## config.mk

```make
export PLATFORM = sky130hd
export DESIGN_NAME = k_queues_shared_buffer
export DESIGN_NICKNAME = d
export VERILOG_FILES = /design/src/rtl/ksq_pkg.sv /design/src/rtl/ksq_store.sv /design/src/rtl/k_queues_shared_buffer.sv
export SDC_FILE = /design/constraint.sdc
export NUM_CORES = 1
export LEC_CHECK = 0
export ABC_AREA = 0
export BUFFER_PORTS_ARGS = -buffer_cell sky130_fd_sc_hd__buf_2
export CORE_ASPECT_RATIO = 0.5
export CORE_MARGIN = 5
export CORE_UTILIZATION = 35
export DETAILED_ROUTE_END_ITERATION = 12
export GPL_ROUTABILITY_DRIVEN = 0
export GPL_TIMING_DRIVEN = 1
export PLACE_DENSITY = 0.59
export REMOVE_ABC_BUFFERS = 1
export SLEW_MARGIN = 10
export SYNTH_ARGS = -nofsm -noshare
export SYNTH_HDL_FRONTEND = slang
export SYNTH_SLANG_ARGS = --single-unit
```

## constraint.sdc

```tcl
create_clock -name clk -period 7.4 [get_ports clk]
set_input_delay 0.37 -clock clk [delete_from_list [all_inputs] [get_ports clk]]
set_output_delay 0.37 -clock clk [all_outputs]
set_load 0.02 [all_outputs]
```

## src/rtl/ksq_pkg.sv

```systemverilog
// ksq_pkg: shared constants for the k-queues shared-buffer block.
// No dependencies; used by the other files under rtl/ and by the testbench.
`default_nettype none

package ksq_pkg;

  localparam int DEPTH_DEF  = 16;
  localparam int QUEUES_DEF = 4;

  localparam int DATA_W   = 32;
  localparam int QID_W    = 2;
  localparam int STATUS_W = 2;

  localparam logic ACT_ENQ = 1'b0;
  localparam logic ACT_DEQ = 1'b1;

  localparam logic [STATUS_W-1:0] ST_OK    = 2'd0;
  localparam logic [STATUS_W-1:0] ST_OVER  = 2'd1;
  localparam logic [STATUS_W-1:0] ST_UNDER = 2'd2;

endpackage

`default_nettype wire

```

## src/rtl/ksq_store.sv

```systemverilog
// ksq_store: data and next-link memories, one registered read port and one write port each.
// Depends on ksq_pkg for the data width.
`default_nettype none

module ksq_store #(
  parameter int DEPTH = ksq_pkg::DEPTH_DEF,
  parameter int AW    = $clog2(DEPTH),
  parameter int PW    = $clog2(DEPTH + 1)
) (
  input  wire logic                       clk,
  input  wire logic                       rd_en,
  input  wire logic [AW-1:0]              link_rd_addr,
  input  wire logic [AW-1:0]              data_rd_addr,
  output logic      [PW-1:0]              link_rdata,
  output logic      [ksq_pkg::DATA_W-1:0] data_rdata,
  input  wire logic                       link_we,
  input  wire logic [AW-1:0]              link_wr_addr,
  input  wire logic [PW-1:0]              link_wr_data,
  input  wire logic                       data_we,
  input  wire logic [AW-1:0]              data_wr_addr,
  input  wire logic [ksq_pkg::DATA_W-1:0] data_wr_data
);

  logic [PW-1:0]              link_mem [DEPTH];
  logic [ksq_pkg::DATA_W-1:0] data_mem [DEPTH];

  always_ff @(posedge clk) begin
    if (link_we) begin
      link_mem[link_wr_addr] <= link_wr_data;
    end
    if (rd_en) begin
      link_rdata <= link_mem[link_rd_addr];
    end
  end

  always_ff @(posedge clk) begin
    if (data_we) begin
      data_mem[data_wr_addr] <= data_wr_data;
    end
    if (rd_en) begin
      data_rdata <= data_mem[data_rd_addr];
    end
  end

endmodule

`default_nettype wire

```

## src/rtl/k_queues_shared_buffer.sv

```systemverilog
// k_queues_shared_buffer: QUEUES FIFOs sharing one DEPTH-entry store via a free list.
// Timing: a taken start sets busy_r, then out_valid_r gives the result strobe.
// No start is taken while busy: link memory read (registered), then pointer update and write.
// busy is high for the cycle between; the receiver cannot stall.
// Reset (sync, rst_n low): all queues empty, free list 0..DEPTH-1; a fill count stands
// in for the link reset, so there is no clearing pass. Depends on ksq_pkg, ksq_store.
`default_nettype none

module k_queues_shared_buffer #(
  parameter int DEPTH  = ksq_pkg::DEPTH_DEF,
  parameter int QUEUES = ksq_pkg::QUEUES_DEF
) (
  input  wire logic                         clk,
  input  wire logic                         rst_n,
  input  wire logic                         start,
  output logic                              busy,
  input  wire logic                         in_action,
  input  wire logic [ksq_pkg::QID_W-1:0]    in_queue_id,
  input  wire logic [ksq_pkg::DATA_W-1:0]   in_push_value,
  output logic                              out_valid,
  output logic [ksq_pkg::DATA_W-1:0]        out_pop_value,
  output logic [ksq_pkg::STATUS_W-1:0]      out_status
);

  localparam int AW  = $clog2(DEPTH);
  localparam int PW  = $clog2(DEPTH + 1);
  localparam int QIW = (QUEUES > 1) ? $clog2(QUEUES) : 1;
  localparam logic [PW-1:0] NIL = PW'(DEPTH);

  logic [PW-1:0] head_r [QUEUES];
  logic [PW-1:0] tail_r [QUEUES];
  logic [PW-1:0] free_head_r, free_head_nxt;
  logic [PW-1:0] fresh_r, fresh_nxt;

  logic                       busy_r;
  logic                       op_act_r;
  logic [QIW-1:0]             op_q_r;
  logic                       op_qok_r;
  logic [ksq_pkg::DATA_W-1:0] op_word_r;
  logic [PW-1:0]              op_head_r;
  logic [PW-1:0]              op_tail_r;

  logic                       out_valid_r;
  logic [ksq_pkg::DATA_W-1:0] out_pop_value_r, out_pop_value_nxt;
  logic [ksq_pkg::STATUS_W-1:0] out_status_r, out_status_nxt;

  logic                       accept;
  logic [QIW-1:0]             in_qi;
  logic                       in_qok;
  logic [PW-1:0]              rd_head;

  logic [PW-1:0]              link_rdata;
  logic [ksq_pkg::DATA_W-1:0] data_rdata;
  logic                       link_we, data_we;
  logic [PW-1:0]              link_wr_ptr, link_wr_data;

  logic                       fh_ok, h_ok, fh_fresh, q_last;
  logic                       enq_ok, deq_ok;
  logic                       hd_we, tl_we;
  logic [PW-1:0]              hd_wdata, tl_wdata;

  assign accept  = start && !busy_r;
  assign in_qi   = QIW'(in_queue_id);
  assign in_qok  = 32'(in_queue_id) < QUEUES;
  assign rd_head = head_r[in_qi];

  ksq_store #(.DEPTH(DEPTH), .AW(AW), .PW(PW)) u_store (
    .clk          (clk),
    .rd_en        (accept),
    .link_rd_addr ((in_action == ksq_pkg::ACT_DEQ) ? rd_head[AW-1:0] : free_head_r[AW-1:0]),
    .data_rd_addr (rd_head[AW-1:0]),
    .link_rdata   (link_rdata),
    .data_rdata   (data_rdata),
    .link_we      (link_we),
    .link_wr_addr (link_wr_ptr[AW-1:0]),
    .link_wr_data (link_wr_data),
    .data_we      (data_we),
    .data_wr_addr (free_head_r[AW-1:0]),
    .data_wr_data (op_word_r)
  );

  // entries at or above fresh_r were never allocated; their link is simply the next entry
  always_comb begin
    fh_ok    = free_head_r < NIL;
    h_ok     = op_head_r < NIL;
    fh_fresh = free_head_r == fresh_r;
    q_last   = op_head_r == op_tail_r;
    enq_ok   = busy_r && (op_act_r == ksq_pkg::ACT_ENQ) && op_qok_r && fh_ok;
    deq_ok   = busy_r && (op_act_r == ksq_pkg::ACT_DEQ) && op_qok_r && h_ok;

    free_head_nxt     = free_head_r;
    fresh_nxt         = fresh_r;
    link_we           = 1'b0;
    link_wr_ptr       = op_tail_r;
    link_wr_data      = free_head_r;
    data_we           = 1'b0;
    hd_we             = 1'b0;
    hd_wdata          = free_head_r;
    tl_we             = 1'b0;
    tl_wdata          = free_head_r;
    out_pop_value_nxt = '0;
    out_status_nxt    = ksq_pkg::ST_OK;

    if (enq_ok) begin
      free_head_nxt = fh_fresh ? PW'(free_head_r + PW'(1)) : link_rdata;
      fresh_nxt     = fh_fresh ? PW'(fresh_r + PW'(1)) : fresh_r;
      link_we       = h_ok;
      hd_we         = !h_ok;
      tl_we         = 1'b1;
      data_we       = 1'b1;
    end else if (deq_ok) begin
      hd_we             = 1'b1;
      hd_wdata          = q_last ? NIL : link_rdata;
      tl_we             = q_last;
      tl_wdata          = NIL;
      link_we           = 1'b1;
      link_wr_ptr       = op_head_r;
      link_wr_data      = free_head_r;
      free_head_nxt     = op_head_r;
      out_pop_value_nxt = data_rdata;
    end else if (op_act_r == ksq_pkg::ACT_DEQ) begin
      out_status_nxt = ksq_pkg::ST_UNDER;
    end else begin
      out_status_nxt = ksq_pkg::ST_OVER;
    end
  end

  always_ff @(posedge clk) begin
    if (!rst_n) begin
      busy_r      <= 1'b0;
      out_valid_r <= 1'b0;
      free_head_r <= '0;
      fresh_r     <= '0;
      for (int i = 0; i < QUEUES; i++) begin
        head_r[i] <= NIL;
        tail_r[i] <= NIL;
      end
    end else begin
      busy_r      <= accept;
      out_valid_r <= busy_r;
      if (busy_r) begin
        free_head_r <= free_head_nxt;
        fresh_r     <= fresh_nxt;
        if (hd_we) begin
          head_r[op_q_r] <= hd_wdata;
        end
        if (tl_we) begin
          tail_r[op_q_r] <= tl_wdata;
        end
      end
    end
  end

  always_ff @(posedge clk) begin
    if (accept) begin
      op_act_r  <= in_action;
      op_q_r    <= in_qi;
      op_qok_r  <= in_qok;
      op_word_r <= in_push_value;
      op_head_r <= rd_head;
      op_tail_r <= tail_r[in_qi];
    end
    if (busy_r) begin
      out_pop_value_r <= out_pop_value_nxt;
      out_status_r    <= out_status_nxt;
    end
  end

  assign busy          = busy_r;
  assign out_valid     = out_valid_r;
  assign out_pop_value = out_pop_value_r;
  assign out_status    = out_status_r;

  a_accept_busy: assert property (@(posedge clk) disable iff (!rst_n)
    start && !busy |=> busy)
    else $error("busy not raised after start");

  a_busy_result: assert property (@(posedge clk) disable iff (!rst_n)
    busy |=> out_valid && !busy)
    else $error("result strobe missing after busy cycle");

  a_fail_zero: assert property (@(posedge clk) disable iff (!rst_n)
    out_valid && (out_status != ksq_pkg::ST_OK) |-> out_pop_value == '0)
    else $error("nonzero word on failed operation");

  a_full_fill: assert property (@(posedge clk) disable iff (!rst_n)
    (free_head_r == NIL) |-> (fresh_r == NIL))
    else $error("free list empty before all entries allocated");

endmodule

`default_nettype wire

```

After elaboration in Yosys (flattened, before gate mapping)

Memories as Yosys holds them, arrays and structs flattened. A register that Yosys moved wholly into a read port is not among the register bits.
Index checks and enable logic that the tools add are counted.
W data, S select, Z words.

Bitwise gates (word level): 2
Multiplexer cells: 37
$mul: 0
$add $sub $neg: 2
Reductions and logical operators: 14
Equality and inequality tests: 2
Shift operators: 0
Div/mod/pow operators: 0
Order comparisons: 2

Operators with widths:

| kind                  | number |
|---|---|
| $mux W5               | 10 |
| $mux W1               | 21 |
| $mux W4               | 3 |
| $add A5 B1 Y5 const B | 2 |
| $eq A5 B5 Y1          | 2 |
| $lt A5 B5 Y1 const B  | 2 |
| $reduce_or A5 Y1      | 2 |
| $mux W2               | 3 |
| $logic_and A1 B1 Y1   | 5 |
| $reduce_or A2 Y1      | 2 |
| $reduce_and A3 Y1     | 1 |
| $logic_not A1 Y1      | 2 |
| $not A1 Y1            | 2 |
| $reduce_and A2 Y1     | 1 |
| $reduce_bool A2 Y1    | 1 |

Latch bits: 0
Bits in writable memories: 632
Input bits: 38
Register bits: 86
Memories: 4
Output and inout port bits: 36
Memory bits (read-only): 0

Memory list:

| name             | depth | width | read ports | clocked after memory_dff | wr ports | RTL line                     | text |
|---|---|---|---|---|---|---|---|
| u_store.data_mem | 16    | 32    | 1          | 1                        | 1        | ksq_store.sv:25              | `logic [ksq_pkg::DATA_W-1:0] data_mem [DEPTH];` |
| u_store.link_mem | 16    | 5     | 1          | 1                        | 1        | ksq_store.sv:24              | `logic [PW-1:0] link_mem [DEPTH];` |
| head_r           | 4     | 5     | 1          | 0                        | 4        | k_queues_shared_buffer.sv:30 | `logic [PW-1:0] head_r [QUEUES];` |
| tail_r           | 4     | 5     | 1          | 1                        | 4        | k_queues_shared_buffer.sv:31 | `logic [PW-1:0] tail_r [QUEUES];` |

Depth between registers and ports, before layout

Gate-level depths: netlist (run 1).

Depth in word-level cells: 10
Depth in mapped cells: 12

Modules after synthesis

From an unflattened synthesis (run 1), not the netlist that was laid out.

Cells, all modules: 1355
Area, all modules: 28762.6 um^2

By module, submodules not included:

| module                 | area each (um^2) | instances | seq. area each (um^2) | cells each |
|---|---|---|---|---|
| ksq_store              | 23412.5          | 1         | 18888.1               | 994 |
| k_queues_shared_buffer | 5350.1           | 1         | 3813.7                | 361 |

Least setup slack after synthesis (run 1)

OpenSTA, ideal clock, no wires.

Path kind: flip-flop to flip-flop
From: register busy_r, in the netlist busy
To: register op_act_r, enable pin
Cell stages (with the launch flop): 3
Period minus slack after synthesis: 5.248 ns
Library setup time: 0.532 ns
Arrival: 4.716 ns
Slack: 2.152 ns
Path through: dfxtp_1 -> clkbuf_1 -> nor2b_1

Word-level cells in the longest chain between the ends: 2

RTL lines:

| item                   | RTL line                      | text |
|---|---|---|
| start, declared        | k_queues_shared_buffer.sv:35  | `logic busy_r;` |
| start signal, assigned | k_queues_shared_buffer.sv:139 | `busy_r <= accept;` |
| $logic_not A1 Y1       | k_queues_shared_buffer.sv:62  | `assign accept = start && !busy_r;` |
| $logic_and A1 B1 Y1    | k_queues_shared_buffer.sv:62  |  |
| named net accept       | k_queues_shared_buffer.sv:47  | `logic accept;` |
| end signal, assigned   | k_queues_shared_buffer.sv:156 | `op_act_r <= in_action;` |
| end, declared          | k_queues_shared_buffer.sv:36  | `logic op_act_r;` |

The timed path passes the listed nets, and every way through them passes these cells.
A chain may end at the register's enable or synchronous reset.

Worst setup path in the final report (run 1)

From: memory head_r[2][1] (netlist name)
To: register u_store.data_rdata[30] (netlist name), read port of u_store.data_mem (data pin)

Word-level cells in the longest chain between the ends: 1

RTL lines:

| item            | RTL line                     | text |
|---|---|---|
| start, declared | k_queues_shared_buffer.sv:30 |  |
| $mem_v2 Z4 W5   | n/a                          |  |
| end, declared   | ksq_store.sv:15              | `output logic [ksq_pkg::DATA_W-1:0] data_rdata,` |

Every way passes these cells.

==> results by group, run 1 <==
Detailed routing
  – Antenna Violating Nets Remaining: 0
  – Routed WL: 67700 um
  – Via density: 5.14
  – Routed via count: 16100
  – DRC: 0
  – Length of the first detailed-routing pass in iterations: 5
  – DRT iter0 DRCs: 1601
  – WL/cell: 21.6 um

Critical path
  – Critical R2R Capture: u_store.data_rdata[30]
  – Crit path depth: 8
  – Top cell by count, worst path: buf_4
  – Critical Path Sink: u_store.data_rdata[30]
  – Worst Path Buf+Inv: 3
  – CP top delay family: buffers and inverters
  – Slowest cell on the critical path: buf_4
  – CP startpoint: head_r[2][1]
  – Flop2flop setup slack: 3980 ps
  – Critical path peak fanout: 60
  – Slowest stage delay, CP: 590 ps
  – Reg2reg start: head_r[2][1]
  – Crit. End Element: flip-flop
  – Startpoint class of the critical path: flip-flop
  – Crit Path Class: reg -> reg
  – Crit path cell chain: mux2_2 > mux2i_4 > buf_4 > inv_4 > nand2_2 > buf_4 > o22ai_1 > nor3_1
  – R2R depth: 8
  – Data required, critical path: 7770 ps
  – CP arrival: 3780 ps

Clock tree
  – Max Root-Sink Buffers: 3
  – Hold buffers post-CTS: 32
  – CTS tree: built
  – Sink Count: 760
  – Setup bufs post-CTS: 0
  – Root Buffer: clkbuf_16
  – Resized Gates After CTS: 0
  – Clk slew on worst S/H paths: 60 ps
  – Num CTS Buffers: 73
  – H-tree lvl count: 3
  – Clk Latency, worst-skew pair: 610 ps

Layout
  – Final #Nets: 2007
  – Final instance area: 33700 um^2
  – Most common cell after layout, fill and taps aside: edfxtp_1
  – Area grow syn2layout: 14.6%
  – Final Core Density: 40.3%
  – Diodes inserted: 0
  – Layout cell share with drive strength beyond 1: 15.7%
  – Most frequent cells in the layout: edfxtp_1 (748), nand2_1 (339), nand3_1 (144)

Global route
  – Grt ovf: 0
  – Global-route wire length before repair: 103000 um
  – Largest net degree at the start of global routing: 83
  – Initial antenna violation count: 0
  – Number of global-route vias before repair: 16000
  – GRT Util Overall: 15.0%

Yosys
  – Seq cells post-synth: 760
  – Synth area leaders: edfxtp_1 (76%), mux4_2 (5.5%), nand2_1 (4.4%)
  – Post-Syn Area per Cell: 15.8 um^2
  – Synth warnings: 0
  – Synth unique cells: 56
  – Post-synth top area cell: edfxtp_1
  – Asr flop ratio synth: 0%
  – Mapped Area: 29400 um^2
  – Yosys top cell area share: 76.5%
  – EDFF count, synth: 748
  – Most used flip-flop cell after synthesis: edfxtp_1
  – Seq/Total Area, Yosys: 77.3%
  – Post-Syn Instances: 1859

Floorplan
  – Rows: 75
  – Die span in x: 420 um
  – Core Box Area: 83500 um^2
  – Starting Density: 35.2%
  – Die Ht: 215 um
  – I/O pin count: 74
  – DIE AREA: 90200 um^2

Power
  – VDD IR-drop max: 0.000147 V
  – Leak: 11.0 nW
  – Power Density: 267 nW/um^2

Timing
  – Fmax: 0.293 GHz
  – Tcrit/Tclk final: 46.2%
  – RSZ-0062 raised after global routing: no
  – Setup_tns: 0 ps
  – Relative slew slack: 20.7%
  – Final worst path period need: 3420 ps
  – Final Hold Viols: 0
  – Slew Viols, Final: 0
  – Setup violators final: 0
  – Final Skew: 18.0 ps
  – Worst slew pin tran: 1190 ps

Run
  – Max-cap violation count: 0

Place
  – Port Buffer Count: 73
  – Area after DPL: 31100 um^2
  – Post-DP HPWL: 33800 um

Hold path
  – HP Class: in -> reg

Run status
  – Status: finished clean
-- metrics by stage --
| stage | power, mW | cells | hold WS (ps) | setup WS [ps] |
|---|---|---|---|---|
| after global routing | 9.33 | 3135 | 196 | 3800 |
| after CTS | 9.08 | 3135 | 167 | 3980 |
| after detailed placement | 5.51 | 2973 | 484 | 3490 |
| after global placement | 5.50 | 2973 | 468 | 3560 |
| after floorplan | 5.30 | 1751 | 461 | 172 |
| final | 8.99 | 3135 | 204 | 3980 |
-- cell usage after synthesis (13+ instances only) --
master,instances
o21ai_0,13
clkbuf_1,69
nand2b_1,14
a21oi_1,93
mux2i_1,13
o22ai_1,32
and3_1,34
nor3_1,36
a31oi_1,15
mux4_2,72
buf_2,33
nand2_1,341
nand3_1,144
nor2_1,74
edfxtp_1,748
-- routing by layer --
| layer | share of wire [%] | track usage, % | wire [um] |
|---|---|---|---|
| met1 | 44 | 21.1 | 29800 |
| met2 | 48 | 24.1 | 32300 |
| met4 | 2.3 | 4.08 | 1590 |
| met3 | 6.0 | 2.69 | 4050 |
| met5 | 0 | 0 | 0 |
-- where the power goes --
group | internal (mW) | leakage, nW | switching (mW) | total, mW
combinational | 0.189 | 3.04 | 0.347 | 0.536
sequential | 4.81 | 6.86 | 0.0741 | 4.89
clock | 2.00 | 1.10 | 1.57 | 3.57
total | 7.00 | 11.0 | 1.99 | 8.99
-- worst reg2reg max path, stage by stage (launching register included) --
cell,delay [ps]
edfxtp_1,370
mux2_2,330
mux2i_4,140
buf_4,590
inv_4,470
nand2_2,140
buf_4,530
o22ai_1,210
nor3_1,390
-- final cells by class --
class	count	area (um^2)
inverters	9	41.3
clock buffers	87	1920
multi-input cells	982	6330
repair buffers	138	946
fillers	7580	49800
clock inverters	43	324
flip-flops and latches	760	22700
well taps	1116	1400
-- flip-flops by register name (all words and copies together), names as in the netlist, 5 cells and up --
register,count
free_head_r,5
fresh_r,5
head_r,20
op_head_r,5
op_tail_r,5
op_word_r,32
out_pop_value,32
tail_r,20
u_store.data_mem,512
u_store.data_rdata,32
u_store.link_mem,80
u_store.link_rdata,5
-- worst min-delay path by stage --
stage,from,end,slack [ps],cells past startpoint
after floorplan,fresh_r[4],fresh_r[4],460,1
after global placement,fresh_r[4],fresh_r[4],470,1
after detailed placement,fresh_r[4],fresh_r[4],480,1
after CTS,in_action,op_act_r,170,1
after global routing,in_action,op_act_r,200,1
final,in_action,op_act_r,200,1
-- cell families (layout without fill, tap and decap cells) --
family                     Yosys count  count (layout)  share of synthesized area (%)
AOI/OAI and AO/OA                  191             191                           3.86
xor gates and xnor gates            15              15                          0.447
adders and majority gates            5               5                          0.213
buffers and inverters              117             277                           1.72
DFF                                760             760                           77.3
muxes                               94              94                           6.33
and+or+nand+nor                    677             677                           10.1
Power figures use the tool's default switching activity.
==> inputs of run 2 (changes only) <==
--- a/config.mk
+++ b/config.mk
@@ -13,7 +13,7 @@
 export DETAILED_ROUTE_END_ITERATION = 12
 export GPL_ROUTABILITY_DRIVEN = 0
 export GPL_TIMING_DRIVEN = 1
-export PLACE_DENSITY = 0.59
+export PLACE_DENSITY = 0.6
 export REMOVE_ABC_BUFFERS = 1
 export SLEW_MARGIN = 10
 export SYNTH_ARGS = -nofsm -noshare
==> constraint.sdc (replaced) <==
create_clock -name clk -period 2.9 [get_ports clk]
set_input_delay 0.145 -clock clk [delete_from_list [all_inputs] [get_ports clk]]
set_output_delay 0.145 -clock clk [all_outputs]
set_load 0.02 [all_outputs]
==> results by group, run 2 (synthesis gave the netlist of run 1 again) <==
Run status
  – Status: finished clean

Place
  – Placed insts: 3032
  – Port Buffer Count: 73
  – Post-DP HPWL: 38600 um
  – Post-Place Setup Slack: 370 ps

Timing
  – Final setup margin: 403 ps
  – Setup_tns: 0 ps
  – Fmax: 0.400 GHz
  – Worst slew pin tran: 835 ps
  – Setup violators final: 0
  – Final Skew: 15.7 ps
  – Relative slew slack: 44.3%
  – Slew Viols, Final: 0
  – RSZ-0062 raised after global routing: no
  – Final Hold Viols: 0
  – Tcrit/Tclk final: 86.1%
  – Final worst path period need: 2500 ps
  – Hold WS: 122 ps

Detailed routing
  – Length of the first detailed-routing pass in iterations: 5
  – WL/cell: 21.3 um
  – Routed WL: 67900 um
  – DRC: 0
  – Antenna Violating Nets Remaining: 0
  – DRT iter0 DRCs: 1599
  – Via density: 5.09
  – Routed via count: 16300

Critical path
  – Crit. End Element: flip-flop
  – Data required, critical path: 3250 ps
  – Crit Path Class: reg -> reg
  – CP arrival: 2850 ps
  – Critical path peak fanout: 37
  – Startpoint class of the critical path: flip-flop

Power
  – Overall power: 22.9 mW
  – Leak: 11.4 nW
  – VDD IR-drop max: 0.000353 V
  – Power Density: 667 nW/um^2

Clock tree
  – Sink Count: 760
  – Clk Latency, worst-skew pair: 610 ps
  – Num CTS Buffers: 72
  – Setup bufs post-CTS: 0
  – Max Root-Sink Buffers: 3
  – Root Buffer: clkbuf_16
  – H-tree lvl count: 3
  – CTS tree: built
  – Clk slew on worst S/H paths: 60 ps

Layout
  – Area grow syn2layout: 17.0%
  – Biggest regs: u_store.data_mem: 512 flops, u_store.link_mem: 80 flops
  – Most frequent cells in the layout: edfxtp_1 (748), nand2_1 (339), nand3_1 (144)
  – Max reg flops: 512
  – Finished Layout Cells: 3195
  – Largest Register: u_store.data_mem
  – Most common cell after layout, fill and taps aside: edfxtp_1
  – Diodes inserted: 0
  – Final #Nets: 2068
  – Layout cell share with drive strength beyond 1: 17.8%

Hold path
  – HP Class: in -> reg

Floorplan
  – DIE AREA: 90200 um^2
  – Starting Density: 35.2%
  – Die Ht: 215 um
  – Core Box Area: 83500 um^2
  – Rows: 75
  – Die span in x: 420 um
  – I/O pin count: 74

Global route
  – Initial antenna violation count: 0
  – Global-route wire length before repair: 102000 um
  – Number of global-route vias before repair: 16100
  – Largest net degree at the start of global routing: 94
  – GRT Util Overall: 15.0%
  – Grt ovf: 0

Run
  – Max-cap violation count: 0
run 2: changes by cell type in the layout (fill, tap and decap cells not counted), moves of 3 or more:
| cell | change |
|---|---|
| buf_4 | +38 |
| buf_12 | +21 |
| clkinv_2 | -9 |
| clkbuf_1 | +5 |
| clkbuf_8 | +4 |
| dlygate4sd3_1 | +3 |
run 2: worst max-delay path, stage by stage (launching register included):
cell and delay (ps):
edfxtp_1 370, mux2_4 290, o21ai_4 180, buf_4 400
buf_4 520, nand3_1 130, a21oi_1 240, nor3_1 70
run 2: report_power, final:
| group | switching, mW | internal (mW) | leakage [nW] |
|---|---|---|---|
| logic | 0.919 | 0.555 | 3.42 |
| registers | 0.185 | 12.3 | 6.86 |
| clock network | 4.03 | 4.95 | 1.07 |
run 2: cell type report:
class | count | area (um^2)
clock buffer | 94 | 1950
clock inverter | 34 | 262
fill | 7498 | 49200
inverter | 9 | 41.3
multi-input combinational | 982 | 6330
sequential | 760 | 22700
tap | 1116 | 1400
timing repair buffer | 200 | 1680
run 2: per-stage QoR:
stage / util [%] / cell area (um^2)
3_5_place_dp: 38.1 / 31800
6_report: 41.1 / 34400
4_1_cts: 41.1 / 34400
2_1_floorplan: - / 28900
3_3_place_gp: 38.1 / 31800
5_1_grt: 41.1 / 34400
run 2: final timing paths:
| check | start | to | cells past startpoint | slack, ps |
|---|---|---|---|---|
| max reg2reg | head_r[0][0] | u_store.data_rdata[29] | 7 | 400 |
| max | head_r[0][0] | u_store.data_rdata[29] | 7 | 400 |
| min | in_queue_id[1] | op_q_r[1] | 2 | 120 |
| min reg2reg | fresh_r[4] | fresh_r[4] | 1 | 500 |
run 2: timing repair:
item,CTS,global route
gates resized for setup,0,0
endpoints found under the hold margin,44,0
hold buffers,35,0
run 2: routing by layer:
layer,up-vias,global-route usage (%),part of all wire [%]
li1,7396,-,-
met1,8303,21.3,45
met2,472,23.9,48
met3,93,2.60,5.3
met4,0,3.83,2.2
met5,-,0,0
==> inputs of run 3 (changes only) <==
--- a/config.mk
+++ b/config.mk
@@ -13,7 +13,7 @@
 export DETAILED_ROUTE_END_ITERATION = 12
 export GPL_ROUTABILITY_DRIVEN = 0
 export GPL_TIMING_DRIVEN = 1
-export PLACE_DENSITY = 0.6
+export PLACE_DENSITY = 0.59
 export REMOVE_ABC_BUFFERS = 1
 export SLEW_MARGIN = 10
 export SYNTH_ARGS = -nofsm -noshare
==> constraint.sdc (replaced) <==
create_clock -name clk -period 2.6 [get_ports clk]
set_input_delay 0.13 -clock clk [delete_from_list [all_inputs] [get_ports clk]]
set_output_delay 0.13 -clock clk [all_outputs]
set_load 0.02 [all_outputs]
==> results by group, run 3 (synthesis gave the netlist of run 1 again) <==
Critical path
  – Slowest cell on the critical path: dlygate4sd3_1
  – Crit Path Class: in -> reg
  – Data required, critical path: 2970 ps
  – Crit. End Element: flip-flop
  – Critical path peak fanout: 29
  – Crit path cell chain: dlygate4sd3_1 > buf_2 > mux2_2 > a221oi_4 > buf_12 > mux2i_1 > a22oi_1 > a31o_1 > a211o_1
  – Slowest stage delay, CP: 520 ps
  – CP arrival: 2760 ps
  – Startpoint class of the critical path: primary input

Timing
  – Tcrit/Tclk final: 92.2%
  – Final worst path period need: 2400 ps
  – Hold WS: 220 ps
  – Worst slew pin tran: 671 ps
  – Setup violators final: 0
  – Relative slew slack: 55.2%
  – Setup_tns: 0 ps
  – Final setup margin: 202 ps
  – Slew Viols, Final: 0
  – RSZ-0062 raised after global routing: no
  – Fmax: 0.417 GHz
  – Final Hold Viols: 0
  – Final Skew: 26.6 ps

Clock tree
  – H-tree lvl count: 3
  – Sink Count: 760
  – CTS tree: built
  – Clk slew on worst S/H paths: 70 ps
  – Root Buffer: clkbuf_16
  – Setup bufs post-CTS: 0
  – Clk Latency, worst-skew pair: 610 ps
  – Num CTS Buffers: 72
  – Max Root-Sink Buffers: 3

Layout
  – Final #Nets: 2093
  – Max reg flops: 512
  – Diodes inserted: 0
  – Layout cell share with drive strength beyond 1: 19.0%
  – Fillers: 7412
  – Area grow syn2layout: 18.6%
  – Finished Layout Cells: 3221
  – Largest Register: u_store.data_mem
  – Most frequent cells in the layout: edfxtp_1 (748), nand2_1 (339), nand3_1 (144)
  – Biggest regs: u_store.data_mem: 512 flops, u_store.link_mem: 80 flops
  – Most common cell after layout, fill and taps aside: edfxtp_1

Detailed routing
  – Routed via count: 16300
  – DRT iter0 DRCs: 1517
  – WL/cell: 21.2 um
  – Antenna Violating Nets Remaining: 0
  – Length of the first detailed-routing pass in iterations: 5
  – Via density: 5.06
  – Routed WL: 68400 um
  – DRC: 0

Place
  – Placed insts: 3055
  – Port Buffer Count: 73
  – Post-DP HPWL: 39100 um
  – Post-Place Setup Slack: 132 ps

Global route
  – Grt ovf: 0
  – Initial antenna violation count: 0
  – GRT Util Overall: 15.0%
  – Global-route wire length before repair: 103000 um
  – Largest net degree at the start of global routing: 95
  – Number of global-route vias before repair: 16400

Run
  – Max-cap violation count: 0

Floorplan
  – Core Box Area: 83500 um^2
  – I/O pin count: 74
  – Rows: 75
  – Die span in x: 420 um
  – Starting Density: 35.2%
  – Die Ht: 215 um
  – DIE AREA: 90200 um^2

Run status
  – Status: finished clean

Power
  – Leak: 11.6 nW
  – Power Density: 746 nW/um^2
  – VDD IR-drop max: 0.000448 V

Hold path
  – HP Class: in -> reg
-- run 3: worst max-delay path: cells and delay by family --
kind            cells  cell delay [ps]
buf+inv             3             1050
compound gates      4              910
mux                 2              660
-- run 3: stage by stage --
stage	power, mW	util [%]	area, um^2
floorplan	15.1	-	28900
finish	26.0	41.7	34800
CTS	26.2	41.7	34800
global route	26.9	41.7	34800
detailed placement	15.9	38.5	32100
global placement	15.8	38.5	32100
-- run 3: repair_timing --
action	in CTS	in global routing
endpoints found under the setup margin	0	4
hold endpoints to repair	51	0
hold buffers	37	0
gates resized for setup	0	1
-- run 3: power by group --
group | switching, mW | internal (mW) | total [mW]
Combinational | 1.04 | 0.678 | 1.72
Clock | 4.47 | 5.88 | 10.4
Sequential | 0.206 | 13.7 | 13.9
-- run 3: metal layers --
layer	global-route usage (%)	vias to the layer above	part of all wire [%]
li1	-	7440	-
met1	21.0	8359	44
met2	24.9	410	49
met3	2.22	104	4.7
met4	3.90	0	2.1
met5	0	-	0
-- run 3: worst paths after layout --
| path | start | end | slack, ps | depth (start not counted) |
|---|---|---|---|---|
| setup / recovery | in_queue_id[1] | u_store.link_rdata[2] | 200 | 9 |
| hold / removal | in_push_value[10] | op_word_r[10] | 220 | 2 |
| setup reg to reg | op_head_r[4] | u_store.link_mem[9][3] | 220 | 6 |
| hold reg to reg | fresh_r[4] | fresh_r[4] | 490 | 1 |
-- run 3: layout make-up --
class / instances / area (um^2) / area share (%)
Timing Repair Buffer: 225 / 2040 / 5.85
Clock buffer: 96 / 1980 / 5.67
Multi-Input combinational cell: 982 / 6340 / 18.2
Tap cell: 1116 / 1400 / 4.01
Sequential cell: 760 / 22700 / 65.2
Clock inverter: 33 / 345 / 0.991
Inverter: 9 / 41.3 / 0.119
